### src/hw/rtl/kcc_pkg.sv
// ----------------------------------------------------------------------------
// kcc_pkg
// Shared constants, codes and helpers for the key collation comparator.
// ----------------------------------------------------------------------------
package kcc_pkg;

  localparam int MAX_KEY_BYTES = 4096;
  localparam int LEN_W         = $clog2(MAX_KEY_BYTES + 1);

  localparam logic [LEN_W:0] MAX_LEN_EXT = (LEN_W + 1)'(MAX_KEY_BYTES);

  // collation rule codes
  localparam logic [4:0] RULE_BINARY = 5'h00;
  localparam logic [4:0] RULE_ULONG  = 5'h10;
  localparam logic [4:0] RULE_HASH   = 5'h12;
  localparam logic [4:0] RULE_ULONGS = 5'h13;

  // order / verdict codes (two's complement, 0 = undecided or equal)
  localparam logic [1:0] ORD_EQUAL  = 2'b00;
  localparam logic [1:0] ORD_AFTER  = 2'b01;
  localparam logic [1:0] ORD_BEFORE = 2'b11;

  localparam logic [2:0] CHUNK_BYTES = 3'd4;

  function automatic logic [2:0] clamp_count(input logic [2:0] n);
    return (n > CHUNK_BYTES) ? CHUNK_BYTES : n;
  endfunction

  function automatic logic [31:0] byte_mask(input logic [2:0] n);
    logic [31:0] m;
    case (n)
      3'd0: m = 32'h0000_0000;
      3'd1: m = 32'h0000_00FF;
      3'd2: m = 32'h0000_FFFF;
      3'd3: m = 32'h00FF_FFFF;
      default: m = 32'hFFFF_FFFF;
    endcase
    return m;
  endfunction

  function automatic logic is_word_rule(input logic [4:0] r);
    return (r == RULE_ULONG) || (r == RULE_HASH) || (r == RULE_ULONGS);
  endfunction

endpackage

### src/hw/rtl/key_collation_comparator_unit.sv
// ----------------------------------------------------------------------------
// key_collation_comparator_unit
// Streams two index keys side by side and reports their collation order.
// ----------------------------------------------------------------------------
// Usage:
//   Input channel (in_valid/in_ready) carries one chunk pair per word: four
//   bytes of each key, a byte count for each, and final_req on the last pair.
//   Output channel (out_valid/out_ready) carries one word per key pair,
//   produced only for the final chunk pair: order (-1/0/1) and fault.
//   cfg_wr_en/cfg_wr_data write the collation rule; write it while idle.
//   Path: a final word goes through the input register, then the result
//   register, which holds order and fault.
//   Throughput: one word per cycle when no final word stalls; the compare
//   and sticky verdict/length update run between the input and result registers.
//   Stall: while a result waits, non-final words keep flowing; a final word
//   holds in the input register until the result register frees, and
//   in_ready drops only then.
//   Reset: clears rule to binary, the verdict, lengths, overflow and both
//   valid flags.
// ----------------------------------------------------------------------------
module key_collation_comparator_unit import kcc_pkg::*; (
  input  logic        clk,
  input  logic        rst,
  input  logic        cfg_wr_en,
  input  logic [4:0]  cfg_wr_data,
  input  logic        in_valid,
  output logic        in_ready,
  input  logic [31:0] chunk_a,
  input  logic [2:0]  count_a,
  input  logic [31:0] chunk_b,
  input  logic [2:0]  count_b,
  input  logic        final_req,
  output logic        out_valid,
  input  logic        out_ready,
  output logic [1:0]  order,
  output logic        fault
);

  logic [4:0]       rule;
  logic             s1_valid;
  logic [31:0]      s1_chunk_a;
  logic [2:0]       s1_count_a;
  logic [31:0]      s1_chunk_b;
  logic [2:0]       s1_count_b;
  logic             s1_final;

  logic [1:0]       verdict;
  logic [LEN_W-1:0] length_a;
  logic [LEN_W-1:0] length_b;
  logic             overflow;

  logic [1:0]       step_verdict;
  logic [1:0]       verdict_next;
  logic [LEN_W:0]   sum_a;
  logic [LEN_W:0]   sum_b;
  logic             ovf_a;
  logic             ovf_b;
  logic [LEN_W-1:0] length_a_next;
  logic [LEN_W-1:0] length_b_next;
  logic             overflow_next;
  logic             advance;
  logic [1:0]       res_order;
  logic             res_fault;

  kcc_chunk_cmp u_cmp (
    .rule         (rule),
    .chunk_a      (s1_chunk_a),
    .count_a      (s1_count_a),
    .chunk_b      (s1_chunk_b),
    .count_b      (s1_count_b),
    .step_verdict (step_verdict)
  );

  // a non-final word never needs the result register
  assign advance  = s1_valid && (!s1_final || !out_valid || out_ready);
  assign in_ready = !s1_valid || advance;

  assign verdict_next  = (verdict == ORD_EQUAL) ? step_verdict : verdict;
  assign sum_a         = {1'b0, length_a} + (LEN_W + 1)'(s1_count_a);
  assign sum_b         = {1'b0, length_b} + (LEN_W + 1)'(s1_count_b);
  assign ovf_a         = sum_a > MAX_LEN_EXT;
  assign ovf_b         = sum_b > MAX_LEN_EXT;
  assign length_a_next = ovf_a ? MAX_LEN_EXT[LEN_W-1:0] : sum_a[LEN_W-1:0];
  assign length_b_next = ovf_b ? MAX_LEN_EXT[LEN_W-1:0] : sum_b[LEN_W-1:0];
  assign overflow_next = overflow || ovf_a || ovf_b;

  always_comb begin
    res_order = ORD_EQUAL;
    res_fault = 1'b0;
    if (overflow_next) begin
      res_fault = 1'b1;
    end else begin
      case (rule)
        RULE_BINARY: begin
          res_order = verdict_next;
          if (verdict_next == ORD_EQUAL && length_a_next != length_b_next) begin
            res_order = (length_a_next < length_b_next) ? ORD_BEFORE : ORD_AFTER;
          end
        end
        RULE_ULONG: begin
          if (length_a_next != LEN_W'(4) || length_b_next != LEN_W'(4)) begin
            res_fault = 1'b1;
          end else begin
            res_order = verdict_next;
          end
        end
        RULE_HASH: begin
          if (length_a_next != LEN_W'(8) || length_b_next != LEN_W'(8)) begin
            res_fault = 1'b1;
          end else begin
            res_order = verdict_next;
          end
        end
        RULE_ULONGS: begin
          if (length_a_next != length_b_next || length_a_next == '0 ||
              (length_a_next & LEN_W'(3)) != '0) begin
            res_fault = 1'b1;
          end else begin
            res_order = verdict_next;
          end
        end
        default: begin
          res_fault = 1'b1;
        end
      endcase
    end
  end

  // control state
  always_ff @(posedge clk) begin
    if (rst) begin
      rule      <= RULE_BINARY;
      s1_valid  <= 1'b0;
      out_valid <= 1'b0;
      verdict   <= ORD_EQUAL;
      length_a  <= '0;
      length_b  <= '0;
      overflow  <= 1'b0;
    end else begin
      if (cfg_wr_en) begin
        rule <= cfg_wr_data;
      end
      if (in_ready) begin
        s1_valid <= in_valid;
      end
      if (advance) begin
        if (s1_final) begin
          verdict  <= ORD_EQUAL;
          length_a <= '0;
          length_b <= '0;
          overflow <= 1'b0;
        end else begin
          verdict  <= verdict_next;
          length_a <= length_a_next;
          length_b <= length_b_next;
          overflow <= overflow_next;
        end
      end
      if (advance && s1_final) begin
        out_valid <= 1'b1;
      end else if (out_ready) begin
        out_valid <= 1'b0;
      end
    end
  end

  // payload
  always_ff @(posedge clk) begin
    if (in_valid && in_ready) begin
      s1_chunk_a <= chunk_a;
      s1_count_a <= clamp_count(count_a);
      s1_chunk_b <= chunk_b;
      s1_count_b <= clamp_count(count_b);
      s1_final   <= final_req;
    end
    if (advance && s1_final) begin
      order <= res_order;
      fault <= res_fault;
    end
  end

endmodule

### src/hw/rtl/kcc_chunk_cmp.sv
// ----------------------------------------------------------------------------
// kcc_chunk_cmp
// Compares one chunk pair under the current rule and gives its local verdict.
// ----------------------------------------------------------------------------
module kcc_chunk_cmp import kcc_pkg::*; (
  input  logic [4:0]  rule,
  input  logic [31:0] chunk_a,
  input  logic [2:0]  count_a,
  input  logic [31:0] chunk_b,
  input  logic [2:0]  count_b,
  output logic [1:0]  step_verdict
);

  logic [2:0]  min_count;
  logic [31:0] word_a;
  logic [31:0] word_b;

  assign min_count = (count_a < count_b) ? count_a : count_b;
  assign word_a    = chunk_a & byte_mask(count_a);
  assign word_b    = chunk_b & byte_mask(count_b);

  always_comb begin
    step_verdict = ORD_EQUAL;
    if (rule == RULE_BINARY) begin
      // walk high to low so the lowest differing byte wins
      for (int j = 3; j >= 0; j--) begin
        if (3'(j) < min_count && chunk_a[8*j +: 8] != chunk_b[8*j +: 8]) begin
          step_verdict = (chunk_a[8*j +: 8] < chunk_b[8*j +: 8]) ? ORD_BEFORE : ORD_AFTER;
        end
      end
    end else if (is_word_rule(rule) && count_a != 3'd0 && count_b != 3'd0) begin
      if (word_a != word_b) begin
        step_verdict = (word_a < word_b) ? ORD_BEFORE : ORD_AFTER;
      end
    end
  end

endmodule

### config.mk
export PLATFORM = sky130hd
export DESIGN_NAME = key_collation_comparator_unit
export DESIGN_NICKNAME = d
export VERILOG_FILES = /design/src/hw/rtl/kcc_pkg.sv /design/src/hw/rtl/key_collation_comparator_unit.sv /design/src/hw/rtl/kcc_chunk_cmp.sv
export SDC_FILE = /design/constraint.sdc
export NUM_CORES = 1
export LEC_CHECK = 0
export BUFFER_PORTS_ARGS = -buffer_cell sky130_fd_sc_hd__buf_2
export CAP_MARGIN = 0
export CORE_AREA = 2 2 98 137
export DETAILED_ROUTE_END_ITERATION = 8
export DIE_AREA = 0 0 100 139
export HOLD_SLACK_MARGIN = 0.05
export PLACE_DENSITY = 0.76
export RECOVER_POWER = 25
export SYNTH_ARGS = -nofsm -noshare
export SYNTH_HDL_FRONTEND = slang
export SYNTH_HIERARCHICAL = 1
export SYNTH_SLANG_ARGS = --single-unit
### constraint.sdc
create_clock -name clk -period 6.6 [get_ports clk]
set_clock_uncertainty 0.1 [all_clocks]
set_input_delay 0.99 -clock clk [delete_from_list [all_inputs] [get_ports clk]]
set_output_delay 0.99 -clock clk [all_outputs]
set_load 0.05 [all_outputs]
* After elaboration in Yosys (flattened, before gate mapping)
Cells that the tools add are included.
** Operators by class
- $add $sub $neg :: 2
- Order comparisons :: 15
- Eq/ne operators :: 19
- Multiplexer cells :: 34
- Bitwise operators :: 2
- Reduce and logical (&&, ||, !) cells :: 34
** Operators with widths (count)
- $pmux W32 S4 :: 2
- $and A32 B32 Y32 :: 2
- $mux W13 :: 4
- $mux W2 :: 19
- $lt A32 B32 Y1 :: 1
- $lt A8 B8 Y1 :: 4
- $ne A32 B32 Y1 :: 1
- $ne A8 B8 Y1 :: 4
- $add A13 B3 Y14 :: 2
- $gt A14 B13 Y1 const B :: 2
- $ne A13 B3 Y1 const B :: 2
- $ne A13 B4 Y1 const B :: 2
- $eq A5 B5 Y1 const B :: 3
- $logic_not A13 Y1 :: 1
- $lt A13 B13 Y1 :: 1
- $ne A13 B13 Y1 :: 1
- $reduce_bool A13 Y1 :: 1
- $eq A3 B2 Y1 const B :: 4
- $logic_or A1 B1 Y1 :: 11
- $logic_and A1 B1 Y1 :: 10
- $pmux W2 S4 :: 1
- $eq A3 B1 Y1 const B :: 2
- $gt A3 B3 Y1 const B :: 2
- $logic_not A3 Y1 :: 2
- other kinds (11) :: 22
** Storage, ports and cells
- Bits in registers :: 110
- Word-level logic and storage cells :: 120

* Longest topological paths before layout
- Depth after elaboration :: 14
- Mapped depth :: 21
- Depth with buffers taken out :: 19

* Cells and area by module
The synthesis kept the hierarchy.
** Modules (own cells, without submodules)
- key_collation_comparator_unit :: instances 1, cells an instance 481, area an instance 5231.3 um2
- kcc_chunk_cmp :: instances 1, cells an instance 295, area an instance 2073.2 um2

* Worst setup path before layout
No wires, ideal clock.
- Path type :: input to register
- Start :: input out_ready
- End :: register s1_chunk_a[0], enable pin
- Setup time :: 0.542 ns
- Data arrival time :: 4.652 ns
- Data required time :: 5.958 ns
- Path slack :: 1.306 ns
- Stages :: 2
- Path buffers :: 0
- Path through :: nor2b_1 > a31oi_1
** On the way
- Longest elaborated chain between the ends :: 4
** Ends and longest elaborated chain
- start, declared :: line key_collation_comparator_unit.sv:34 : input logic out_ready,
- $logic_or A1 B1 Y1 :: line key_collation_comparator_unit.sv:75 : assign advance = s1_valid && (!s1_final || !out_valid || out_ready);
- $logic_and A1 B1 Y1 :: line key_collation_comparator_unit.sv:75
- $logic_or A1 B1 Y1 :: line key_collation_comparator_unit.sv:76 : assign in_ready = !s1_valid || advance;
- $logic_and A1 B1 Y1 :: line key_collation_comparator_unit.sv:169 : if (in_valid && in_ready) begin
- end signal, assigned :: line key_collation_comparator_unit.sv:170 : s1_chunk_a <= chunk_a;
- end, declared :: line key_collation_comparator_unit.sv:41 : logic [31:0] s1_chunk_a;
Every way passes these cells.
A chain may end at the register's enable or synchronous reset.

* Worst setup path in the final report
- Start :: register s1_count_b[2]
- End :: register order[1] (data pin)
** On the way
- Longest elaborated chain between the ends :: 14
- Elaborated cells between the ends (all ways) :: 49
- Those cells by class :: add/sub (1); order compare (8); eq/ne (7); mux (18); bitwise (1); reduce/logical (14)
** Ends and longest elaborated chain
- start, declared :: line key_collation_comparator_unit.sv:44 : logic [2:0] s1_count_b;
- start signal, assigned :: line key_collation_comparator_unit.sv:173 : s1_count_b <= clamp_count(count_b);
- parallel branches: the longest is 14 deep, another holds $add A13 B3 Y14
- end signal, assigned :: line key_collation_comparator_unit.sv:177 : order <= res_order;
- end, declared :: line key_collation_comparator_unit.sv:35 : output logic [1:0] order,
Parallel ways; which one is timed is not known.

==> results by group <==
Power and ir drop
  – PD cells: slightly above 200 nW/µm²
  – NetSw: ~0.44 mW
  – Internal: about 1.2 mW
  – Clock Power Share: between 30% and 40%
  – Sequential share of power: between 40% and 50%
  – Power share of the combinational group: about 16%
  – Worst IR Drop VDD: between 100 and 150 µV
  – Sw frac: 27.1%
  – Leakage: about 3.6 nW

Setup path
  – Crit. path cell count: 16
  – Flop2flop setup slack: 1.64 ns
  – Max incr delay on CP: roughly 0.58 ns
  – Slowest CP cell: edfxtp_1
  – Crit path from: s1_count_b[2]
  – R2R Path End: order[1]
  – Reg2reg start: s1_count_b[2]
  – Crit path max fanout: 25
  – CP required: ~6.7 ns
  – Cell Chain, Critical Path: ha_1 -> nor2b_1 -> o21ai_0 -> nand2_1 -> a2111oi_0 -> nor4bb_1 -> a31o_2 -> nand2_1 -> ha_1 -> and3_1 -> nand3_1 -> nor3_1 -> o2111ai_1 -> o22ai_1 -> o2111ai_1 -> a21oi_1
  – Kind of critical path: register to register
  – Family with the most delay on the worst path: compound AO/OA/AOI/OAI gates
  – Startpoint types: register
  – Worst path arrival time: just over 5 ns
  – Reg2reg path depth: 16
  – Critical Path Sink Type: register
  – Worst path bufs/invs: 0
  – Critical path endpoint: order[1]

Floorplanning
  – Initial Util: roughly 57%
  – Die ar.: between 10000 and 15000 µm²
  – Num rows: about 50
  – Die H: roughly 140 µm
  – Core area: between 10000 and 15000 µm²
  – Die width: roughly 100 µm
  – # IOs: between 80 and 90

Cells and area
  – Proportion of layout cells with a drive suffix above 1: approximately 14%
  – Commonest non-fill, non-tap cell in the layout: ha_1
  – Nets: between 1000 and 1500
  – Commonest cells after routing, fill and taps aside: ha_1, buf_2, nand2_1
  – Ant. Diodes: 0
  – Syn-to-layout area delta: 11.0%
  – # fillers: approximately 1100

Clock network
  – Clock buffer count from CTS: 9
  – Post-CTS setup buffers: 0
  – Clock latency at the later pin of the worst-skew pair: ~0.35 ns
  – Clock root buffer: clkbuf_16
  – Sinks on Clock Net: 110
  – Worst-path clk slew: approximately 0.07 ns
  – Maximum buffer depth of the clock tree: 2
  – Post-cts resize count: 0
  – Hold-fix buffers, CTS: 0
  – CTS H-tree lvls: 3
  – TritonCTS clock tree: done

Worst hold path
  – Hold WC Path Type: register to register

Global routing
  – Vias in the first global route: between 6000 and 7000
  – Largest net degree at the start of global routing: slightly above 70
  – Initial antenna violation count: 0
  – Total gr overflow: 0
  – Total global-route track usage: 26.4%
  – First-pass GRT wire length: ~29000 µm

Route
  – Routed wire per std cell: 17.9 µm
  – Initial drt markers: between 200 and 300
  – Vias/cell: 6.06
  – 1st-pass router iterations: 5
  – Post-route ant nets: 0
  – Vias: a little over 6000
  – DRC: 0
  – WL final: 17900 µm

Synth
  – Post-synthesis cell count: roughly 780
  – Avg Inst Size Synth: about 9.4 µm²
  – Synth warn: 6
  – Synth unique cells: slightly below 70
  – Mapped cell area: 7300 µm²
  – Async SR Flop Fraction: 0%
  – Synth Net Count: ~950
  – Share of the yosys chip area belonging to registers: 40.3%
  – Post-synth EDFFs: 74
  – Synth Register Bits: 110
  – Main synth FF type: edfxtp_1

STA
  – RSZ-0062 raised after global routing: false
  – Hold WS: 0.402 ns
  – Max Slew Vio Count: 0
  – Period utilization: around 75%
  – Worst slew margin: 26.1%
  – Setup_tns: 0 ns
  – Minimum clock period: a little under 5 ns
  – Setup violators final: 0
  – Worst-margin pin slew: between 1 and 1.5 ns
  – Max Freq: approximately 0.20 GHz
  – Final number of hold-violating endpoints: 0

Placement
  – Routability cong.: 0.918
  – Port buffer count: 85
  – Post-detail-place hpwl: approximately 14000 µm

Status
  – Status: completed

Run
  – MaxCap Viol Count: 0
-- synthesized netlist by cell type, types with 17 or more instances --
cell      number  area (µm²)
a21oi_1       44         220
a31oi_1       18         113
and2_1        17         106
clkbuf_1      18        67.6
dfxtp_1       36         721
edfxtp_1      74        2220
ha_1          86        1080
inv_1         54         203
nand2_1       80         300
nand3_1       17        85.1
nand4_1       24         150
nor2_1        65         244
nor2b_1       38         238
o21ai_0       25         125
-- cell type report --
cell class              count  area [µm²]  share of cell area (%)
clock buffers              10         229                    2.82
flip-flops and latches    110        2940                    36.3
repair buffers             86         433                    5.34
clock inverters             6        76.3                   0.941
well taps                 153         191                    2.36
inverters                  55         206                    2.55
multi-input cells         579        4030                    49.7
-- per-stage QoR --
stage                     power [mW]  cells  setup slack [ns]  area, µm²  utilization [%]
after global routing            1.71    999              1.17       8110             63.6
final                           1.63    999              1.64       8110             63.6
after detailed placement        1.08    983              1.71       7800             61.2
after floorplan                0.991    776              1.31       7300                -
after CTS                       1.63    999              1.68       8110             63.6
after global placement          1.06    983              1.85       7800             61.2
-- power groups by stage --
stage	combinational, mW	clock, mW	sequential (mW)
after floorplan	0.185	0	0.806
after global placement	0.247	0	0.813
after detailed placement	0.261	0	0.815
after CTS	0.264	0.572	0.799
after global routing	0.300	0.601	0.804
final	0.267	0.564	0.800
-- worst min-delay path by stage --
stage                 from           to  slack [ns]  cells past startpoint
2_1_floorplan  length_a[0]  length_a[0]        0.36                      2
3_3_place_gp   length_a[0]  length_a[0]        0.38                      2
3_5_place_dp   length_a[0]  length_a[0]        0.38                      2
4_1_cts        length_b[2]  length_b[2]        0.41                      2
5_1_grt        length_b[2]  length_b[2]        0.45                      2
6_report       length_b[2]  length_b[2]        0.40                      2
-- flip-flops by register name (all words and copies together) (netlist names) --
register    cells
s1_chunk_a     32
s1_chunk_b     32
length_a       13
length_b       13
rule            5
s1_count_a      3
s1_count_b      3
order           2
verdict         2
fault           1
out_valid       1
overflow        1
s1_final        1
s1_valid        1
-- kinds of logic (layout without fill, tap and decap cells) --
logic type	Yosys count	count (layout)	share of synthesized area, %
buf+inv	87	157	4.76
flops	110	110	40.3
simple gates	290	290	19.9
fa+ha+maj	88	88	15.3
xor+xnor	21	21	2.52
compound gates	170	170	15.8
mux	10	10	1.49
-- per-layer routing --
metal / vias to the layer above / GRT usage [%] / routed length, µm / part of all wire [%]
met3: 68 / 3.93 / 715 / 4.0
li1: 2948 / - / - / -
met1: 2858 / 26.8 / 6430 / 36
met4: 0 / 16.1 / 1080 / 6.1
met2: 180 / 49.3 / 9670 / 54
met5: - / 0 / 0 / 0
-- worst min-delay path, delay by kind of cell, from the launching register on --
kind	cells	cell delay (ns)
AOI/OAI and AO/OA	1	0.06
DFF	1	0.34
and+or+nand+nor	1	0.07
Power figures use the tool's default switching activity.
